**config.mk**
```make
export PLATFORM = sky130hd
export DESIGN_NAME = dotted_ipv4_address_parser_top
export DESIGN_NICKNAME = d
export VERILOG_FILES = /design/src/dip_pkg.sv /design/src/dip_step.sv /design/src/dotted_ipv4_address_parser_top.sv
export SDC_FILE = /design/constraint.sdc
export NUM_CORES = 1
export LEC_CHECK = 0
export BUFFER_PORTS_ARGS = -buffer_cell sky130_fd_sc_hd__buf_4
export CAP_MARGIN = 25
export CORE_ASPECT_RATIO = 0.75
export CORE_UTILIZATION = 60
export DETAILED_ROUTE_END_ITERATION = 12
export GPL_TIMING_DRIVEN = 1
export PLACE_DENSITY = 0.9
export SYNTH_ARGS = -nofsm -noshare
export SYNTH_HDL_FRONTEND = slang
export SYNTH_SLANG_ARGS = --single-unit
export TNS_END_PERCENT = 50
```
**constraint.sdc**
```tcl
create_clock -name clk -period 8.3 [get_ports clk]
set_input_delay 1.66 -clock clk [delete_from_list [all_inputs] [get_ports clk]]
set_output_delay 1.66 -clock clk [all_outputs]
set_load 0.1 [all_outputs]
```
**src/dip_pkg.sv**
```systemverilog
// ----------------------------------------------------------------------------
// dip_pkg
// Types and character codes shared by the dotted IPv4 address parser.
// ----------------------------------------------------------------------------
`default_nettype none

package dip_pkg;

    localparam int CHAR_W = 8;
    localparam int ADDR_W = 32;
    localparam int LEAD_N = 3;

    localparam logic [CHAR_W-1:0] CH_NUL   = 8'h00;
    localparam logic [CHAR_W-1:0] CH_TAB   = 8'h09;
    localparam logic [CHAR_W-1:0] CH_CR    = 8'h0d;
    localparam logic [CHAR_W-1:0] CH_SPACE = 8'h20;
    localparam logic [CHAR_W-1:0] CH_DOT   = 8'h2e;
    localparam logic [CHAR_W-1:0] CH_0     = 8'h30;
    localparam logic [CHAR_W-1:0] CH_9     = 8'h39;
    localparam logic [CHAR_W-1:0] CH_UA    = 8'h41;
    localparam logic [CHAR_W-1:0] CH_UF    = 8'h46;
    localparam logic [CHAR_W-1:0] CH_UX    = 8'h58;
    localparam logic [CHAR_W-1:0] CH_LA    = 8'h61;
    localparam logic [CHAR_W-1:0] CH_LF    = 8'h66;
    localparam logic [CHAR_W-1:0] CH_LX    = 8'h78;

    localparam logic [ADDR_W-1:0] MAX_8  = 32'h0000_00ff;
    localparam logic [ADDR_W-1:0] MAX_16 = 32'h0000_ffff;
    localparam logic [ADDR_W-1:0] MAX_24 = 32'h00ff_ffff;

    typedef enum logic [1:0] {
        RX_DEC = 2'd0,
        RX_OCT = 2'd1,
        RX_HEX = 2'd2
    } radix_t;

    typedef enum logic [2:0] {
        PH_START  = 3'd0,
        PH_ZERO   = 3'd1,
        PH_DIGITS = 3'd2,
        PH_TAIL   = 3'd3,
        PH_ERROR  = 3'd4
    } phase_t;

    typedef struct packed {
        logic [ADDR_W-1:0]             accum;
        radix_t                        radix;
        logic [LEAD_N-1:0][7:0]        lead;
        logic [1:0]                    part_count;
        phase_t                        phase;
    } parse_state_t;

    localparam parse_state_t STATE_CLEAR = '{
        accum:      '0,
        radix:      RX_DEC,
        lead:       '0,
        part_count: 2'd0,
        phase:      PH_START
    };

endpackage

`default_nettype wire

```
**src/dip_step.sv**
```systemverilog
// ----------------------------------------------------------------------------
// dip_step
// One character of parsing: next parser state, plus the result at NUL.
// ----------------------------------------------------------------------------
`default_nettype none

module dip_step (
    input  wire dip_pkg::parse_state_t          cur,
    input  wire logic [dip_pkg::CHAR_W-1:0]     char_code,
    output dip_pkg::parse_state_t               nxt,
    output logic                                valid_res,
    output logic [dip_pkg::ADDR_W-1:0]          address
);
    import dip_pkg::*;

    parse_state_t        pre;
    logic                do_digit;
    logic                is_dec;
    logic                is_lhex;
    logic                is_uhex;
    logic                is_ws;
    logic [3:0]          dval;
    logic [ADDR_W-1:0]   acc_x8;
    logic [ADDR_W-1:0]   acc_x10;
    logic [ADDR_W-1:0]   acc_x16;
    logic [ADDR_W-1:0]   v;

    assign is_dec  = (char_code >= CH_0) && (char_code <= CH_9);
    assign is_lhex = (char_code >= CH_LA) && (char_code <= CH_LF);
    assign is_uhex = (char_code >= CH_UA) && (char_code <= CH_UF);
    assign is_ws   = (char_code == CH_SPACE) || ((char_code >= CH_TAB) && (char_code <= CH_CR));

    // prefix handling, then optional digit step on pre
    always_comb
    begin
        pre      = cur;
        do_digit = 1'b0;
        unique case (cur.phase)
            PH_START:
            begin
                pre.accum = '0;
                if (char_code == CH_0)
                begin
                    pre.radix = RX_OCT;
                    pre.phase = PH_ZERO;
                end
                else
                begin
                    pre.radix = RX_DEC;
                    pre.phase = PH_DIGITS;
                    do_digit  = 1'b1;
                end
            end
            PH_ZERO:
            begin
                pre.phase = PH_DIGITS;
                if ((char_code == CH_LX) || (char_code == CH_UX))
                begin
                    pre.radix = RX_HEX;
                end
                else
                begin
                    pre.radix = RX_OCT;
                    do_digit  = 1'b1;
                end
            end
            PH_DIGITS: do_digit = 1'b1;
            PH_TAIL:   ;
            default:   pre.phase = PH_ERROR;
        endcase
    end

    assign acc_x8  = {pre.accum[ADDR_W-4:0], 3'b000};
    assign acc_x16 = {pre.accum[ADDR_W-5:0], 4'b0000};
    assign acc_x10 = acc_x8 + {pre.accum[ADDR_W-2:0], 1'b0};

    always_comb
    begin
        dval = char_code[3:0];
        if (is_lhex || is_uhex)
        begin
            dval = char_code[3:0] + 4'd9;
        end
    end

    always_comb
    begin
        nxt = pre;
        if (char_code == CH_NUL)
        begin
            nxt = STATE_CLEAR;
        end
        else if (do_digit)
        begin
            if (is_dec)
            begin
                case (pre.radix)
                    RX_OCT:  nxt.accum = acc_x8 + {28'd0, dval};
                    RX_HEX:  nxt.accum = acc_x16 + {28'd0, dval};
                    default: nxt.accum = acc_x10 + {28'd0, dval};
                endcase
            end
            else if ((pre.radix == RX_HEX) && (is_lhex || is_uhex))
            begin
                nxt.accum = acc_x16 + {28'd0, dval};
            end
            else if (char_code == CH_DOT)
            begin
                if ((pre.part_count == 2'd3) || (pre.accum > MAX_8))
                begin
                    nxt.phase = PH_ERROR;
                end
                else
                begin
                    case (pre.part_count)
                        2'd0:    nxt.lead[0] = pre.accum[7:0];
                        2'd1:    nxt.lead[1] = pre.accum[7:0];
                        default: nxt.lead[2] = pre.accum[7:0];
                    endcase
                    nxt.part_count = pre.part_count + 2'd1;
                    nxt.accum      = '0;
                    nxt.radix      = RX_DEC;
                    nxt.phase      = PH_START;
                end
            end
            else if (is_ws)
            begin
                nxt.phase = PH_TAIL;
            end
            else
            begin
                nxt.phase = PH_ERROR;
            end
        end
    end

    // end-of-string result
    always_comb
    begin
        v         = cur.accum;
        valid_res = 1'b1;
        case (cur.part_count)
            2'd0: ;
            2'd1:
            begin
                valid_res = (cur.accum <= MAX_24);
                v = {cur.lead[0], cur.accum[23:0]};
            end
            2'd2:
            begin
                valid_res = (cur.accum <= MAX_16);
                v = {cur.lead[0], cur.lead[1], cur.accum[15:0]};
            end
            default:
            begin
                valid_res = (cur.accum <= MAX_8);
                v = {cur.lead[0], cur.lead[1], cur.lead[2], cur.accum[7:0]};
            end
        endcase
        if ((cur.phase != PH_START) && (cur.phase != PH_ZERO) &&
            (cur.phase != PH_DIGITS) && (cur.phase != PH_TAIL))
        begin
            valid_res = 1'b0;
        end
        address = valid_res ? v : '0;
    end

endmodule

`default_nettype wire

```
**src/dotted_ipv4_address_parser_top.sv**
```systemverilog
// ----------------------------------------------------------------------------
// dotted_ipv4_address_parser_top
// Streaming parser for textual IPv4 addresses (a, a.b, a.b.c, a.b.c.d).
//
// Input channel in_valid/in_ready carries one character per transfer on
// char_code; a NUL character ends the string. Output channel
// out_valid/out_ready carries one result per string (valid_res, address),
// produced only for the NUL transfer.
// A character is registered on accept and parsed in the following cycle
// against the parser state; a NUL result is loaded into the output register
// at the end of that cycle, which raises out_valid. Throughput is one character
// per cycle, set by the single state update per character, while no NUL waits.
// When the receiver stalls, non-NUL characters keep flowing; a NUL waits in
// the input register until the output register is free, and input stalls
// behind it. Reset clears the parser state and the valid flags of the input
// and output registers; the block then accepts a fresh string.
// ----------------------------------------------------------------------------
`default_nettype none

module dotted_ipv4_address_parser_top (
    input  wire logic                           clk,
    input  wire logic                           rst_n,
    input  wire logic                           in_valid,
    output logic                                in_ready,
    input  wire logic [dip_pkg::CHAR_W-1:0]     char_code,
    output logic                                out_valid,
    input  wire logic                           out_ready,
    output logic                                valid_res,
    output logic [dip_pkg::ADDR_W-1:0]          address
);
    import dip_pkg::*;

    logic                in_valid_reg;
    logic [CHAR_W-1:0]   char_reg;
    parse_state_t        state_reg;
    parse_state_t        state_next;
    logic                out_valid_reg;
    logic                valid_res_reg;
    logic [ADDR_W-1:0]   address_reg;
    logic                step_valid;
    logic [ADDR_W-1:0]   step_address;
    logic                is_nul;
    logic                advance;

    assign is_nul   = (char_reg == CH_NUL);
    assign advance  = in_valid_reg && (!is_nul || !out_valid_reg || out_ready);
    assign in_ready = !in_valid_reg || advance;

    dip_step u_step (
        .cur       (state_reg),
        .char_code (char_reg),
        .nxt       (state_next),
        .valid_res (step_valid),
        .address   (step_address)
    );

    always_ff @(posedge clk or negedge rst_n)
    begin
        if (!rst_n)
        begin
            in_valid_reg  <= 1'b0;
            state_reg     <= STATE_CLEAR;
            out_valid_reg <= 1'b0;
        end
        else
        begin
            if (in_ready)
            begin
                in_valid_reg <= in_valid;
            end
            if (advance)
            begin
                state_reg <= state_next;
            end
            if (advance && is_nul)
            begin
                out_valid_reg <= 1'b1;
            end
            else if (out_ready)
            begin
                out_valid_reg <= 1'b0;
            end
        end
    end

    always_ff @(posedge clk)
    begin
        if (in_ready && in_valid)
        begin
            char_reg <= char_code;
        end
        if (advance && is_nul)
        begin
            valid_res_reg <= step_valid;
            address_reg   <= step_address;
        end
    end

    assign out_valid = out_valid_reg;
    assign valid_res = valid_res_reg;
    assign address   = address_reg;

endmodule

`default_nettype wire

```
# --- Word level (Yosys, flattened, before mapping) ---
# Cells that the tools add are included.
classes:
  n_mul: 0
  reduce_logical: 36
  bitwise: 0
  n_addsub: 6
  mux: 30
  order_cmp: 12
  shift: 0
  n_eq_ne: 20
  n_div: 0
op_table:
  columns: ["operator", "n"]
  rows:
  - ["$mux 63", 2]
  - ["$mux 60", 2]
  - ["$add 32x4->32", 3]
  - ["$mux 32", 3]
  - ["$pmux 32 s3", 1]
  - ["$pmux 32 s2", 1]
  - ["$mux 31", 2]
  - ["$add 32x32->32", 1]
  - ["$gt 32x8->1 const B", 1]
  - ["$le 32x16->1 const B", 1]
  - ["$le 32x24->1 const B", 1]
  - ["$le 32x8->1 const B", 1]
  - ["$eq 8x6->1 const B", 3]
  - ["$mux 8", 3]
  - ["$reduce_and 7->1", 3]
  - ["$eq 8x7->1 const B", 2]
  - ["$ge 8x7->1 const B", 2]
  - ["$le 8x7->1 const B", 2]
  - ["$logic_and 1x1->1", 11]
  - ["$reduce_bool 2->1", 5]
  - ["$mux 3", 3]
  - ["$pmux 3 s3", 1]
  - ["$ge 8x4->1 const B", 1]
  - ["$ge 8x6->1 const B", 1]
  - ["other kinds (25)", 48]
totals:
  elab_cells: 116
  ram_bits: 0
  latchBits: 0
  memories: 0
  inputBits: 12
  ff_bits: 106
  mem_bits_ro: 0
  output_inout_bits: 35

# --- Longest topological paths before layout ---
logic_depth:
  ltp_word: 10
  ltp_mapped: 20

# --- Cells and area by module ---
# A second synthesis with hierarchy kept.
unflattened:
  hier_cells: 991
  area_unflattened_um2: 9302.7
modules_own_cells:
  columns: ["mod", "area_per_inst_um2", "n_inst", "seq_area_each_um2", "cells_each"]
  rows:
  - ["dip_step", 5350.1, 1, 0.0, 802]
  - ["dotted_ipv4_address_parser_top", 3952.5, 1, 2857.7, 189]

# --- Worst setup path before layout ---
# No wires, ideal clock.
synth_path:
  path_type: "reg2reg"
  start: "reg state_reg[2] in the netlist's numbering"
  end: "reg state_reg[55] in the netlist's numbering"
  arrival_time_ps: 4214
  path_buffers: 5
  period_less_slack_ps: 4290
  required_time_ps: 8224
  path_stages_with_launch: 20
  slack_ps: 4010
  cell_sequence: "dfrtp_1 -> buf_2 -> or3_1 -> buf_2 -> buf_2 -> clkbuf_1 -> buf_2 -> nand2_1 -> inv_1 -> fa_1 -> inv_1 -> fa_1 -> nor2b_1 -> o211ai_1 -> a21boi_0 -> o21ai_0 -> a31oi_1 -> nor3_1 -> o32a_1 -> o21ai_1"
synth_between:
  elab_chain_len: 10
  elab_cells_between_ends: 22
synth_lines:
  columns: ["item", "line", "source"]
  rows:
  - ["start: declaration", "dotted_ipv4_address_parser_top.sv:35", "parse_state_t state_reg;"]
  - ["start signal: assignment", "dotted_ipv4_address_parser_top.sv:73", "state_reg <= state_next;"]
  - ["branches (longest 8 deep; another with $add 32x32->32)", null, null]
  - ["$mux 63 (*)", "dip_step.sv:93", "else if (do_digit)"]
  - ["$mux 63 (*)", "dip_step.sv:89", "if (char_code == CH_NUL)"]
# Every way passes the cells marked *. The select of a mux whose other input is x is not followed.
# A chain may end at the register's enable or synchronous reset.

# --- Final worst setup path ---
layout_path:
  start: "reg char_reg[0]"
  end: "reg state_reg[55] in the netlist's numbering"
layout_between:
  elab_chain_len: 10
  elab_cells_between_ends: 40
layout_lines:
  columns: ["item", "line", "source"]
  rows:
  - ["start: declaration", "dotted_ipv4_address_parser_top.sv:34", "logic [CHAR_W-1:0] char_reg;"]
  - ["start signal: assignment", "dotted_ipv4_address_parser_top.sv:90", "char_reg <= char_code;"]
  - ["branches (longest 10 deep; another with $add 32x4->32)", null, null]
# Parallel ways; which one is timed is not known. The select of a mux whose other input is x is not followed.

==> results.txt <==
The max-capacitance violation count came out at 0. Adding up every negative setup slack in the final design gives 0 ns. The latest clock arrival within the worst-skew pair came out at 0.37 ns.

The final worst hold slack came out at 0.512 ns. The proportion of register bits with asynchronous set or reset after synthesis came out at 0.613. After detailed routing, the total wire length is 26,100 um.

The die boundary height is 105 um. The register with the most flip-flops in the layout has 63 of them. Setup repair after global routing left no endpoint under its margin. The final antenna diode count came out at 0. The slew at the pin closest to its max-slew limit is 0.987 ns. The CTS tree is yes. Summed over all instances, the cell type with the most area after synthesis is dfrtp_1. The required time of the critical path is 8.60 ns.

Of the total power, the share spent switching nets is 0.428. The worst slew margin relative to its limit came out at 0.340. Dividing total power by cell area gives a power density of 198 mW/mm^2. The kind of capture point of the worst setup path is a register. Routability-driven placement finished with a final weighted congestion of 1.03. The total non-filler cell area in the finished layout came out at 0.00919 mm^2. The combinational cell fraction of total power came out at 0.396.

Based on the critical path, the design can be clocked at up to 197 MHz. For this run, design rule violations remaining after detail routing come to 3. For this design, the sink count on the clock tree is 106. The total area inside the core boundary comes to 0.0137 mm^2. The die outline area came out at 0.0146 mm^2. The internal power summed over all cells came out at 0.00104 W. Of the total power, the clock network draws 0.253. The most frequently used flop master after synthesis is dfrtp_1. Measured along the x axis, the die boundary spans 139 um. The initial detailed-routing violation count came out at 985. The unique cell type count in the Yosys netlist came out at 78. The final-report hold violation count came out at 0. The count of filler cells inserted in the layout is 1,119. For this run, the register share of the synthesized area comes to 0.338. The leakage dissipation is 4.02 nW. In the final routed layout, each cell accounts on average for 22.7 um. The count of pins on the block boundary is 47. In this run, synthesis inferred 41 flip-flops with an integrated enable. For this run, the number of Yosys warnings is 0. The remaining number of nets flagged by the antenna check after routing came out at 0. After layout, the minimum clock period comes to 5.07 ns. The number of search-and-repair iterations in the first detailed-routing pass is 10. The maximum fanout encountered on the critical timing path came out at 7.

By area the synthesized netlist is led by dfrtp_1 19%, edfxtp_1 15%, ha_1 11%, nand2_1 4.0%, nor2_1 3.7%. The area of placed instances is 0.00887 mm^2. Entering global routing, the biggest net connects 66 pins. The initial antenna violation count came to 0.

Dividing the detail-routed via count by the number of cells gives 6.98. The cell total after placement is 1,133. The startpoint-to-endpoint class of the critical path is reg -> reg. The global-route wire length before repair came out at 40,600 um. Across the VDD grid, the largest voltage drop is 0.194 mV.

The H-tree was split into 3 levels. Traced cell by cell, the critical path runs through inv_1 -> ha_1 -> nand2b_1 -> o21a_1 -> and2_1 -> or2_2 -> fa_1 -> inv_1 -> fa_1 -> nor2b_1 -> o211ai_1 -> a21boi_0 -> o21ai_0 -> a31oi_1 -> nor3_1 -> o32a_1 -> o21ai_1. For this run, the slowest stage of the critical path takes 0.75 ns.

The post-synthesis instance total came out at 956. Port buffering added 46 buffers. The number of global-route vias before repair is 7,397. The HPWL after detailed placement is 18,900 um. The fraction of layout instances using a drive strength above 1 came out at 0.102. The total of hold buffers inserted after clock tree synthesis is 0. The effective utilization at floorplan is 0.615. Clock skew on the completed layout was measured at 0.00699 ns. The total setup buffers inserted after CTS came out at 0. The average footprint of a synthesized cell is 8.85 um^2. The synthesized netlist net count is 1,041. The ratio of final minimum period to clock period is 0.611. STA classifies the critical path startpoint as a register. In this run, CTS created clock tree buffers numbering 9. The clock input transition at the sequential cells of the worst setup and hold paths came out at 0.08 ns. The final count of pins violating max slew is 0. The total net switching power is 0.000780 W. The final setup violation count is 0.

In this run the cell area of the synthesized design comes to 0.00846 mm^2. The synthesized design contains 106 register bits. The flow ran to the end, but the final reports show violations. The number of rows created at floorplan is 37.

The overall global routing resource usage is 0.361. Counting along the longest clock path gives a buffer depth of 2. The net count of the finished layout is 1,054. The total overflow reported by the global router came out at 0. The root buffer cell chosen for the clock tree is clkbuf_16. Data on the critical path arrives at its endpoint at 5.37 ns. The quantity of gates resized following cts is 0. Of the total power, registers draw 0.351. The share of synthesized area in the top cell type comes to 0.192.

The design draws 0.00182 W. The checks that failed: DRC. The tightest min-delay check is of the reg -> reg type. The area growth from synthesis to layout came out at 8.58%. The overall via count from detail_route came out at 8,021. Excluding fillers, the count of instances in the completed layout stands at 1,149. The library cell contributing the largest single delay on the critical path is a21boi_0.
## through the flow
step | setup WS [ns] | utilization
floorplan | 4.01 | -
global placement | 3.57 | 0.644
detailed placement | 3.38 | 0.645
CTS | 3.34 | 0.668
global route | 2.95 | 0.668
finish | 3.23 | 0.668
## critical path: cells and delay by family (launching register included)
family / cells / cell delay [ns]
compound gates: 7 / 2.13
fa+ha+maj: 3 / 1.23
buf+inv: 2 / 0.20
flops: 1 / 0.47
simple gates: 5 / 0.97
## per-layer routing
layer  GRT usage  wire [um]  vias to the layer above
met5           0          0                        -
met4       0.151        968                        0
met3       0.102       3410                       90
met2       0.532      11000                      553
met1       0.497      10700                     3736
li1            -          -                     3642
## logic make-up after synthesis
kind of cell / count (synthesis) / share of synthesized area
AOI/OAI and AO/OA: 319 / 0.267
adders and majority gates: 73 / 0.110
and+or+nand+nor: 315 / 0.189
muxes: 3 / 0.00370
buffers and inverters: 96 / 0.0470
xor gates and xnor gates: 44 / 0.0456
DFF: 106 / 0.338
## cell usage after synthesis, drive strengths merged, types with 6 or more instances
master / instances
o31ai: 8
o21ai: 52
and2: 22
clkbuf: 38
a221oi: 8
xnor2: 27
nor4: 8
inv: 40
a211oi: 7
buf: 18
xor2: 17
o211ai: 13
a22o: 31
a21oi: 60
dfrtp: 65
nand4: 18
edfxtp: 41
nor3: 16
ha: 71
a21o: 15
a22oi: 41
and3: 7
o22ai: 13
nand2b: 9
or4: 8
a31oi: 9
nand3: 21
or3: 6
nand2: 92
o21bai: 6
o21a: 12
nor2: 87
## power groups by stage
stage | logic, W | registers [W] | clock network, W
after floorplan | 0.000513 | 0.000614 | 0
after global placement | 0.000677 | 0.000641 | 0
after detailed placement | 0.000688 | 0.000642 | 0
after CTS | 0.000696 | 0.000631 | 0.000464
after global routing | 0.000770 | 0.000639 | 0.000483
final | 0.000721 | 0.000639 | 0.000460
## layout make-up
type                            count  area, um^2  share of cell area
Clock buffer                        9         225              0.0245
Multi-Input combinational cell    754        5210               0.567
Inverter                           40         150              0.0163
Tap cell                          175         219              0.0238
Clock inverter                      7        93.8              0.0102
Timing Repair Buffer               58         433              0.0471
Sequential cell                   106        2860               0.311
## placed cells by master, fill, tap and decap left out, types with 16 or more instances in the layout
cell type	count
and2_1	18
dfrtp_1	65
xor2_1	17
nor3_1	16
nand3_1	21
inv_1	40
nand4_1	18
ha_1	71
o21ai_0	44
buf_4	57
a21oi_1	59
nand2_1	91
edfxtp_1	41
a22oi_1	41
nor2_1	82
a22o_1	31
xnor2_1	27
## path summary, 6_finish.rpt
check	depth (start not counted)	slack, ns	endpoint	startpoint
min reg2reg	1	0.51	state_reg[15]$_DFFE_PN0P_	state_reg[15]$_DFFE_PN0P_
max in group asynchronous	1	6.32	state_reg[41]$_DFFE_PN0P_	rst_n
max	17	3.23	state_reg[55]$_DFFE_PN0P_	char_reg[0]$_DFFE_PP_
min	1	0.51	state_reg[15]$_DFFE_PN0P_	state_reg[15]$_DFFE_PN0P_
max reg2reg	17	3.23	state_reg[55]$_DFFE_PN0P_	char_reg[0]$_DFFE_PP_
min in group asynchronous	1	1.40	state_reg[55]$_DFFE_PN0P_	rst_n
Note: power is estimated with default switching activity, not from simulation.
